File: src/hw/rtl/owrs_pkg.sv
// shared types, codes and helpers for the 1-wire rom search engine
`default_nettype none
package owrs_pkg;

  // op codes of an input request
  localparam logic [2:0] OP_FIRST    = 3'd0;
  localparam logic [2:0] OP_NEXT     = 3'd1;
  localparam logic [2:0] OP_SKIP_FAM = 3'd2;
  localparam logic [2:0] OP_PRESENCE = 3'd3;
  localparam logic [2:0] OP_BIT_PAIR = 3'd4;

  // result kinds
  localparam logic [1:0] KIND_BUS_RESET = 2'd0;
  localparam logic [1:0] KIND_SEND_CMD  = 2'd1;
  localparam logic [1:0] KIND_WRITE_BIT = 2'd2;
  localparam logic [1:0] KIND_FINISH    = 2'd3;

  localparam logic [7:0] SEARCH_CMD  = 8'hF0;
  localparam logic [7:0] CRC_POLY    = 8'h8C;
  localparam logic [6:0] ROM_BITS    = 7'd64;
  localparam logic [6:0] FAMILY_LIM  = 7'd9;
  localparam int         FIFO_DEPTH  = 4;
  localparam int         FIFO_AW     = $clog2(FIFO_DEPTH);

  typedef struct packed {
    logic [2:0] op;
    logic [7:0] family_code;
    logic       present;
    logic       id_bit;
    logic       complement_bit;
  } in_item_t;

  typedef struct packed {
    logic [1:0]  kind;
    logic [7:0]  command_byte;
    logic        direction;
    logic        found;
    logic [63:0] device_rom;
    logic        last_device;
    logic        last_of_run;
  } out_item_t;

  // results caused by one accepted request, core to queue
  typedef struct packed {
    logic [1:0] count;
    out_item_t  res0;
    out_item_t  res1;
  } res_pair_t;

  function automatic out_item_t mk_res(input logic [1:0] kind, input logic [7:0] cmd,
                                       input logic dir, input logic fnd,
                                       input logic [63:0] rom, input logic last);
    out_item_t r;
    r.kind         = kind;
    r.command_byte = cmd;
    r.direction    = dir;
    r.found        = fnd;
    r.device_rom   = rom;
    r.last_device  = last;
    r.last_of_run  = 1'b0;
    return r;
  endfunction

endpackage
`default_nettype wire

File: src/hw/rtl/owrs_search_core.sv
// search state and per-request decision logic
`default_nettype none
module owrs_search_core (
  input  wire logic               clk,
  input  wire logic               rst_n,
  input  wire logic               accept,
  input  wire owrs_pkg::in_item_t req,
  output owrs_pkg::res_pair_t     results
);
  import owrs_pkg::*;

  typedef enum logic [1:0] {
    PH_IDLE     = 2'd0,
    PH_PRESENCE = 2'd1,
    PH_SEARCH   = 2'd2,
    PH_SPARE    = 2'd3
  } phase_t;

  phase_t      phase_r, phase_nxt;
  logic [6:0]  ld_r, ld_nxt;
  logic [3:0]  fd_r, fd_nxt;
  logic        ldf_r, ldf_nxt;
  logic [63:0] rom_r, rom_nxt;
  logic [6:0]  bp_r, bp_nxt;
  logic [6:0]  lzp_r, lzp_nxt;
  logic [7:0]  crc_r, crc_nxt;

  logic        idle;
  logic [5:0]  sh;
  logic        dir;
  logic        fin_ok;

  assign idle = (phase_r != PH_PRESENCE) && (phase_r != PH_SEARCH);
  assign sh   = 6'(bp_r - 7'd1);

  // next state and results of one request
  always_comb begin
    phase_nxt = phase_r;
    ld_nxt    = ld_r;
    fd_nxt    = fd_r;
    ldf_nxt   = ldf_r;
    rom_nxt   = rom_r;
    bp_nxt    = bp_r;
    lzp_nxt   = lzp_r;
    crc_nxt   = crc_r;
    dir       = 1'b0;
    fin_ok    = 1'b0;
    results.count = 2'd0;
    results.res0  = mk_res(KIND_FINISH, 8'd0, 1'b0, 1'b0, 64'd0, 1'b0);
    results.res1  = mk_res(KIND_FINISH, 8'd0, 1'b0, 1'b0, 64'd0, 1'b0);

    if (req.op == OP_FIRST && idle) begin
      // first search, optionally targeted at one family
      if (req.family_code != 8'd0) begin
        rom_nxt = {56'd0, req.family_code};
        ld_nxt  = ROM_BITS;
      end else begin
        rom_nxt = 64'd0;
        ld_nxt  = 7'd0;
      end
      fd_nxt        = 4'd0;
      ldf_nxt       = 1'b0;
      phase_nxt     = PH_PRESENCE;
      results.count = 2'd1;
      results.res0  = mk_res(KIND_BUS_RESET, 8'd0, 1'b0, 1'b0, 64'd0, 1'b0);
    end else if (req.op == OP_NEXT && idle) begin
      results.count = 2'd1;
      if (ldf_r) begin
        ld_nxt  = 7'd0;
        fd_nxt  = 4'd0;
        ldf_nxt = 1'b0;
      end else begin
        phase_nxt    = PH_PRESENCE;
        results.res0 = mk_res(KIND_BUS_RESET, 8'd0, 1'b0, 1'b0, 64'd0, 1'b0);
      end
    end else if (req.op == OP_SKIP_FAM && idle) begin
      // resume from the family branch point
      ld_nxt = {3'd0, fd_r};
      fd_nxt = 4'd0;
      if (fd_r == 4'd0) begin
        ldf_nxt = 1'b1;
      end
    end else if (req.op == OP_PRESENCE && phase_r == PH_PRESENCE) begin
      results.count = 2'd1;
      if (!req.present) begin
        ld_nxt    = 7'd0;
        fd_nxt    = 4'd0;
        ldf_nxt   = 1'b0;
        phase_nxt = PH_IDLE;
      end else begin
        bp_nxt       = 7'd1;
        lzp_nxt      = 7'd0;
        crc_nxt      = 8'd0;
        phase_nxt    = PH_SEARCH;
        results.res0 = mk_res(KIND_SEND_CMD, SEARCH_CMD, 1'b0, 1'b0, 64'd0, 1'b0);
      end
    end else if (req.op == OP_BIT_PAIR && phase_r == PH_SEARCH) begin
      results.count = 2'd1;
      if (bp_r == 7'd0 || bp_r > ROM_BITS || (req.id_bit && req.complement_bit)) begin
        // no device answered, or position out of range
        ld_nxt    = 7'd0;
        fd_nxt    = 4'd0;
        ldf_nxt   = 1'b0;
        phase_nxt = PH_IDLE;
      end else begin
        // pick the direction for this position
        if (req.id_bit != req.complement_bit) begin
          dir = req.id_bit;
        end else begin
          if (bp_r < ld_r) begin
            dir = rom_r[sh];
          end else begin
            dir = (bp_r == ld_r);
          end
          if (!dir) begin
            lzp_nxt = bp_r;
            if (bp_r < FAMILY_LIM) begin
              fd_nxt = bp_r[3:0];
            end
          end
        end
        rom_nxt[sh]  = dir;
        // bitwise crc, matches the bytewise form at byte boundaries
        crc_nxt      = (crc_r >> 1) ^ ((crc_r[0] ^ dir) ? CRC_POLY : 8'd0);
        bp_nxt       = bp_r + 7'd1;
        results.res0 = mk_res(KIND_WRITE_BIT, 8'd0, dir, 1'b0, 64'd0, 1'b0);

        // last position: check crc and family byte
        if (bp_r == ROM_BITS) begin
          results.count = 2'd2;
          phase_nxt     = PH_IDLE;
          fin_ok        = (crc_nxt == 8'd0) && (rom_nxt[7:0] != 8'd0);
          if (fin_ok) begin
            ld_nxt       = lzp_nxt;
            ldf_nxt      = ldf_r | (lzp_nxt == 7'd0);
            results.res1 = mk_res(KIND_FINISH, 8'd0, 1'b0, 1'b1, rom_nxt, ldf_nxt);
          end else begin
            ld_nxt  = 7'd0;
            fd_nxt  = 4'd0;
            ldf_nxt = 1'b0;
          end
        end
      end
    end

    // mark the final result of this request
    if (results.count == 2'd2) begin
      results.res1.last_of_run = 1'b1;
    end else begin
      results.res0.last_of_run = 1'b1;
    end
  end

  // search state registers
  always_ff @(posedge clk) begin
    if (!rst_n) begin
      phase_r <= PH_IDLE;
      ld_r    <= 7'd0;
      fd_r    <= 4'd0;
      ldf_r   <= 1'b0;
      rom_r   <= 64'd0;
      bp_r    <= 7'd1;
      lzp_r   <= 7'd0;
      crc_r   <= 8'd0;
    end else if (accept) begin
      phase_r <= phase_nxt;
      ld_r    <= ld_nxt;
      fd_r    <= fd_nxt;
      ldf_r   <= ldf_nxt;
      rom_r   <= rom_nxt;
      bp_r    <= bp_nxt;
      lzp_r   <= lzp_nxt;
      crc_r   <= crc_nxt;
    end
  end

endmodule
`default_nettype wire

File: src/hw/rtl/owrs_result_fifo.sv
// result queue: takes up to two results per cycle, hands out one
`default_nettype none
module owrs_result_fifo (
  input  wire logic                clk,
  input  wire logic                rst_n,
  input  wire logic                push,
  input  wire owrs_pkg::res_pair_t push_data,
  output logic                     room2,
  output logic                     out_valid,
  input  wire logic                out_ready,
  output owrs_pkg::out_item_t      out_data
);
  import owrs_pkg::*;

  out_item_t            mem_r [FIFO_DEPTH];
  logic [FIFO_AW-1:0]   wr_ptr_r, rd_ptr_r;
  logic [FIFO_AW:0]     cnt_r, cnt_nxt;
  logic [1:0]           n_push;
  logic                 pop;

  assign n_push    = push ? push_data.count : 2'd0;
  assign out_valid = (cnt_r != '0);
  assign pop       = out_valid && out_ready;
  assign out_data  = mem_r[rd_ptr_r];
  assign room2     = (cnt_r <= (FIFO_AW+1)'(FIFO_DEPTH - 2));
  assign cnt_nxt   = cnt_r + (FIFO_AW+1)'(n_push) - (FIFO_AW+1)'(pop);

  // entry storage
  always_ff @(posedge clk) begin
    if (n_push != 2'd0) begin
      mem_r[wr_ptr_r] <= push_data.res0;
    end
    if (n_push == 2'd2) begin
      mem_r[wr_ptr_r + FIFO_AW'(1)] <= push_data.res1;
    end
  end

  // pointers and fill count
  always_ff @(posedge clk) begin
    if (!rst_n) begin
      wr_ptr_r <= '0;
      rd_ptr_r <= '0;
      cnt_r    <= '0;
    end else begin
      wr_ptr_r <= wr_ptr_r + FIFO_AW'(n_push);
      rd_ptr_r <= rd_ptr_r + FIFO_AW'(pop);
      cnt_r    <= cnt_nxt;
    end
  end

endmodule
`default_nettype wire

File: src/hw/rtl/one_wire_rom_search_engine.sv
// top level of the 1-wire rom search engine
`default_nettype none
// Master-side 1-wire ROM search. Each request (start, next, family skip,
// presence reply, bit pair) is decided in the cycle it is accepted; a new
// request can be accepted every cycle while the queue has room. Its one or
// two results (bus reset, send 0xF0, write direction, finish) go into a
// four-entry result queue and leave one per cycle while out_ready is high;
// in_ready is low while fewer than two queue entries are free, so the
// queue drain rate sets throughput once a consumer stalls. Requests in
// the wrong phase and unknown ops are accepted and produce no result.
module one_wire_rom_search_engine (
  input  wire logic                clk,
  input  wire logic                rst_n,
  input  wire logic                in_valid,
  output logic                     in_ready,
  input  wire owrs_pkg::in_item_t  in_data,
  output logic                     out_valid,
  input  wire logic                out_ready,
  output owrs_pkg::out_item_t      out_data
);
  import owrs_pkg::*;

  res_pair_t results;
  logic      accept;
  logic      room2;

  assign in_ready = room2;
  assign accept   = in_valid && in_ready;

  // decision logic and search state
  owrs_search_core u_core (
    .clk     (clk),
    .rst_n   (rst_n),
    .accept  (accept),
    .req     (in_data),
    .results (results)
  );

  // result queue
  owrs_result_fifo u_fifo (
    .clk       (clk),
    .rst_n     (rst_n),
    .push      (accept),
    .push_data (results),
    .room2     (room2),
    .out_valid (out_valid),
    .out_ready (out_ready),
    .out_data  (out_data)
  );

endmodule
`default_nettype wire

File: config.mk
export PLATFORM = sky130hd
export DESIGN_NAME = one_wire_rom_search_engine
export DESIGN_NICKNAME = d
export VERILOG_FILES = /design/src/hw/rtl/owrs_pkg.sv /design/src/hw/rtl/owrs_search_core.sv /design/src/hw/rtl/owrs_result_fifo.sv /design/src/hw/rtl/one_wire_rom_search_engine.sv
export SDC_FILE = /design/constraint.sdc
export NUM_CORES = 1
export LEC_CHECK = 0
export ABC_AREA = 1
export BUFFER_PORTS_ARGS = -buffer_cell sky130_fd_sc_hd__buf_2
export CORE_MARGIN = 4
export CORE_UTILIZATION = 44
export CTS_BUF_LIST = sky130_fd_sc_hd__clkbuf_2 sky130_fd_sc_hd__clkbuf_4 sky130_fd_sc_hd__clkbuf_8
export DETAILED_ROUTE_END_ITERATION = 6
export MAX_ROUTING_LAYER = met4
export PLACE_DENSITY = 0.59
export SETUP_SLACK_MARGIN = 0.5
export SYNTH_ARGS = -nofsm -noshare
export SYNTH_HDL_FRONTEND = slang
export SYNTH_SLANG_ARGS = --single-unit
File: constraint.sdc
create_clock -name clk -period 5.2 [get_ports clk]
set_input_delay 0.26 -clock clk [delete_from_list [all_inputs] [get_ports clk]]
set_output_delay 0.26 -clock clk [all_outputs]
set_load 0.02 [all_outputs]
# Word level (Yosys, flattened, before mapping)
# Memory sizes are Yosys's and may differ from the RTL's. A register that Yosys moved wholly into a read port is not among the register bits.
# Index checks and enable logic that the tools add are counted.
# totals
regBits	107
ram_bits	312
inputBits	18
output_inout_bits	80
elab_cells	202
memories	1
# op_classes
n_addsub	7
order_cmp	6
eq_ne	24
muxes	113
bitwise	6
reduce_logical	34
# mem_list
name	depth	width	rd	rd_ports_with_merged_regs	write_ports	line_no	rtl
u_fifo.mem_r	4	78	1	1	2	owrs_result_fifo.sv:15	out_item_t mem_r [FIFO_DEPTH];
# op_table
op	n
$mux W158	3
$mux W78	6
$mux W64	6
$mux W80	3
$mux W7	27
$mux W67	1
$bwmux W64	1
$mux W4	13
$mux W8	6
$mux W1	33
$mux W2	12
$reduce_bool A8 Y1	2
$reduce_and A5 Y1	3
$logic_not A7 Y1	2
$ne A2 B1 Y1 const B	6
$logic_and A1 B1 Y1	11
$reduce_bool A5 Y1	2
$logic_not A8 Y1	1
$xor A7 B8 Y8	1
$add A7 B1 Y7 const B	1
$eq A7 B7 Y1	1
$eq A7 B7 Y1 const B	1
$gt A7 B7 Y1 const B	1
$lt A6 B7 Y1 const B	1
other kinds (36)	46

# Depth between registers and ports, before layout
# logic_depth
word_depth	35
depth_mapped	29
mapped_depth_nobuf	24

# By module
# Synthesis repeated with hierarchy kept, for this count alone.
# unflattened
hier_cells	2836
hier_area_um2	23568.9
# modules_own_cells
module	n_inst	cells_each	area_each_um2	seq_area_each_um2
owrs_result_fifo	1	1590	15832.7	9509.1
owrs_search_core	1	1244	7728.7	2001.9
one_wire_rom_search_engine	1	2	7.5	0.0

# Worst setup path before layout
# Ideal clock, no wire load.
# synth_path
path_kind	register to register
start	register u_core.bp_r[0]
end	memory u_fifo.mem_r[2][67] (netlist name)
setup_time_ns	0.123
arrival_ns	3.695
required_ns	5.077
setup_slack_ns	1.383
stages_incl_launch_ff	18
path_buffers	2
period_less_slack_ns	3.817
cell_sequence	dfxtp_1 buf_6 inv_4 buf_4 ha_1 nand3_1 nor2_1 nand2_1 nand2_1 inv_1 nor2_1 nand3_1 inv_1 nand2_1 nand2_1 inv_1 nand2_1 o21ai_0
# synth_rtl
element	line_no	rtl
start, declared	owrs_search_core.sv:24	logic [6:0] bp_r, bp_nxt;
start signal, assigned	owrs_search_core.sv:171	bp_r <= bp_nxt;
end, declared	owrs_result_fifo.sv:15	

==> results.json <==
{
  "worstSkewPairLatency_ns": 0.62,
  "fill_cells": 4036,
  "drive_above_1_share": 0.131,
  "track_usage": 0.229,
  "clock_path_buffers": 3,
  "dieHeight_um": 214,
  "reg2reg_slack_ns": 0.95,
  "antenna_found_initial": 0,
  "timing_hold_violations_final": 0,
  "clkTransAtPathRegs_ns": 0.06,
  "critPathLaunchType": "flip-flop",
  "clock-root-buffer": "clkbuf_8",
  "startpoint": "u_core.bp_r[1]$_SDFFE_PN0P_",
  "min-delay-start": "in_data[9]",
  "coreArea_um2": 42000,
  "synth_top_family_by_area": "simple AND/OR/NAND/NOR gates",
  "gp_congestion": 0.910,
  "power.density_nw_per_um2": 397,
  "stdcell_count": 2822,
  "place_area_um2": 19600,
  "antenna_cells": 0,
  "fin_crit_sh": 0.818,
  "design_area_um2": 21100,
  "setup_viol": 0,
  "status": "finished, violations left",
  "synthSimpleGateAreaFrac": 0.214,
  "drt_iter0_drc": 1275,
  "worst_slack_ns": 0.947,
  "cap_violations": 0,
  "synth_seq_cells": 391,
  "vias_per_cell": 5.39,
  "relSlewSlack": 0.328,
  "vdd_drop_max_mv": 0.194,
  "worst_pin_slew_ns": 1.00,
  "synthXorXnorAreaFrac": 0.00647,
  "ys.flop_type": "edfxtp_1",
  "postSynthCellCount": 2152,
  "hold_path_end": "u_core.rom_r[6]$_SDFFE_PN0P_",
  "cp_max_fo": 35,
  "violations": "DRC",
  "final_antenna_net_count": 0,
  "initial_core_util": 0.446,
  "hpwlAfterDp_mm": 31.7,
  "fp.dieArea_um2": 46000,
  "timing.rr.end": "u_fifo.mem_r[3][31]$_DFFE_PP_",
  "power.leakage_nw": 8.06,
  "grt_pass1_vias": 14600,
  "postSynth.asyncResetShare": 0,
  "synth_compound_area_frac": 0.139,
  "critPathRequiredTime_ns": 5.53,
  "overflow": 0,
  "rsz0062_at_grt": "no",
  "area_growth_pct": 12.6,
  "synth_adder_area_share": 0.0137,
  "multi_input_area_um2": 7050,
  "drv_slew": 0,
  "dieWidth_um": 214,
  "pin_count": 98,
  "synth-seq-area-share": 0.561,
  "drtPass1Iterations": 7,
  "wl_per_cell_um": 18.5,
  "synth_warnings": 0,
  "synth_area_um2": 18800,
  "cts_sinks": 391,
  "synth_edf_count": 268,
  "grt_pass1_wl_mm": 82.3,
  "grt_max_degree": 78,
  "max_freq_ghz": 0.235,
  "ys_types": 45,
  "fin_setup_tns_ns": 0,
  "fin_nets": 2266,
  "cts_tree": "done",
  "cts_buffers": 70,
  "holdPathStages": 3,
  "std_cell_rows": 75,
  "synth.avg_cell_area_um2": 8.71,
  "fin_worst_skew_ns": 0.0267,
  "r2r_cells": 22,
  "critPathArrivalTime_ns": 4.58,
  "layout_min_cycle_time_ns": 4.25,
  "dp_cells": 2687,
  "critPathKind": "reg -> reg",
  "min_path_type": "in -> reg",
  "num_vias": 15200,
  "seqCellArea_um2": 10500,
  "crit_path_end_kind": "flip-flop",
  "wirelength_mm": 52.2,
  "synth_mux_area_frac": 0,
  "drc": 7,
  "portBuffers": 93,
  "htree_num_levels": 3,
  "r2r-start": "u_core.bp_r[1]$_SDFFE_PN0P_",
  "post-place-ws_ns": 0.876
}
[per-stage QoR]
| step | hold WS [ns] | util | power [mW] |
|---|---|---|---|
| after floorplan | 0.423 | - | 4.78 |
| after CTS | 0.0136 | 0.502 | 8.46 |
| after detailed placement | 0.449 | 0.465 | 5.44 |
| after global routing | 0.0385 | 0.502 | 8.79 |
| after global placement | 0.436 | 0.465 | 5.44 |
| final | 0.0524 | 0.502 | 8.38 |
[worst max-delay path: stages, from the launching register on]
cell      delay, ns
dfxtp_1        0.46
inv_1          0.16
ha_1           0.24
or2_1          0.21
nand2_1        0.31
inv_2          0.18
nor2_1         0.12
inv_1          0.06
nor2_1         0.09
clkinv_1       0.33
nor2_1         0.19
nand3_1        0.08
nand2_1        0.22
nand2_1        0.09
nor2_1         0.20
nand2_4        0.11
nand2_4        0.09
nor2_4         0.05
inv_4          0.09
nor2_4         0.04
inv_2          0.07
buf_4          0.43
nor2_1         0.10
[cells in the mapped netlist, types with 11 or more instances]
cell type	instances	area share
o22ai_1	71	0.024
o21ai_0	240	0.064
buf_2	17	0.0045
nor2_1	588	0.12
a2bb2oi_1	56	0.026
inv_1	123	0.025
edfxtp_1	268	0.43
ha_1	19	0.013
buf_6	20	0.012
nand3_1	42	0.011
inv_2	11	0.0022
nand2_1	318	0.064
buf_4	11	0.0044
dfxtp_1	123	0.13
clkbuf_1	75	0.015
a21oi_1	70	0.019
[layout by cell type (no fill, tap or decap), types with 3 or more instances in the layout]
cell,count
buf_4,22
clkinv_2,7
clkbuf_8,81
nand4_1,9
nand3_1,41
o211ai_1,7
o21ai_1,7
buf_12,7
dlygate4sd3_1,8
inv_2,12
clkbuf_4,30
nor4_1,4
nor2_4,7
clkinvlp_4,3
or2_1,5
dfxtp_1,120
ha_1,19
conb_1,4
xnor2_1,4
inv_4,4
inv_1,120
a2bb2oi_1,56
nor3_1,9
a21oi_1,69
o21ai_0,240
edfxtp_1,268
nor2_1,588
nand3_2,3
o22ai_1,71
nand2_4,7
nand2_2,7
buf_2,93
nand2_1,315
clkinv_1,11
xor2_1,3
[area by class of cell]
cell class / instances / share of cell area
timing repair buffer: 130 / 0.0403
clock inverter: 16 / 0.00634
tap: 539 / 0.0319
clock buffer: 111 / 0.0635
sequential: 391 / 0.498
multi-input combinational: 1491 / 0.334
inverter: 144 / 0.0262
[report_power, final]
part           total, mW  internal, mW  switching [mW]
Combinational       1.95         0.558            1.39
Sequential          3.41          3.36          0.0426
Clock               3.02          1.74            1.29
Total               8.38          5.66            2.72
[routing by layer]
metal	track usage	share of wire
met3	0.0356	0.052
met2	0.361	0.47
met5	-	0
met1	0.308	0.45
met4	0.0698	0.020
[registers in the layout, indices dropped and copies added (netlist names)]
name,cells
u_core.fd_r,4
u_core.rom_r,64
u_fifo.rd_ptr_r,2
u_core.crc_r,8
u_core.ldf_r,1
u_core.phase_r,2
u_core.lzp_r,7
u_core.ld_r,7
u_core.bp_r,7
u_fifo.mem_r,284
u_fifo.cnt_r,3
u_fifo.wr_ptr_r,2
[how the worst max path moves through the flow]
stage                                        to  slack (ns)
3_3_place_gp      u_fifo.mem_r[2][45]$_DFFE_PP_        0.97
5_1_grt           u_fifo.mem_r[3][34]$_DFFE_PP_        0.64
4_1_cts           u_fifo.mem_r[2][62]$_DFFE_PP_        0.81
6_report          u_fifo.mem_r[3][31]$_DFFE_PP_        0.95
2_1_floorplan  u_fifo.mem_r[2][67]$_SDFFE_PP0P_        1.38
3_5_place_dp      u_fifo.mem_r[2][61]$_DFFE_PP_        0.88
[logic make-up (layout without fill, tap and decap cells)]
group | after synthesis | after routing
simple gates | 1002 | 1002
compound gates | 455 | 455
flops | 391 | 391
buf+inv | 273 | 401
fa+ha+maj | 20 | 20
xor+xnor | 10 | 10
other cells | 1 | 4
[repair_timing]
item | in CTS | in global routing
gates resized for setup | 0 | 3
hold endpoints to repair | 14 | 0
hold buffers | 8 | 0
setup endpoints to repair | 0 | 10
setup buffers | 0 | 0
No activity file was read; power rests on OpenSTA's default activity.
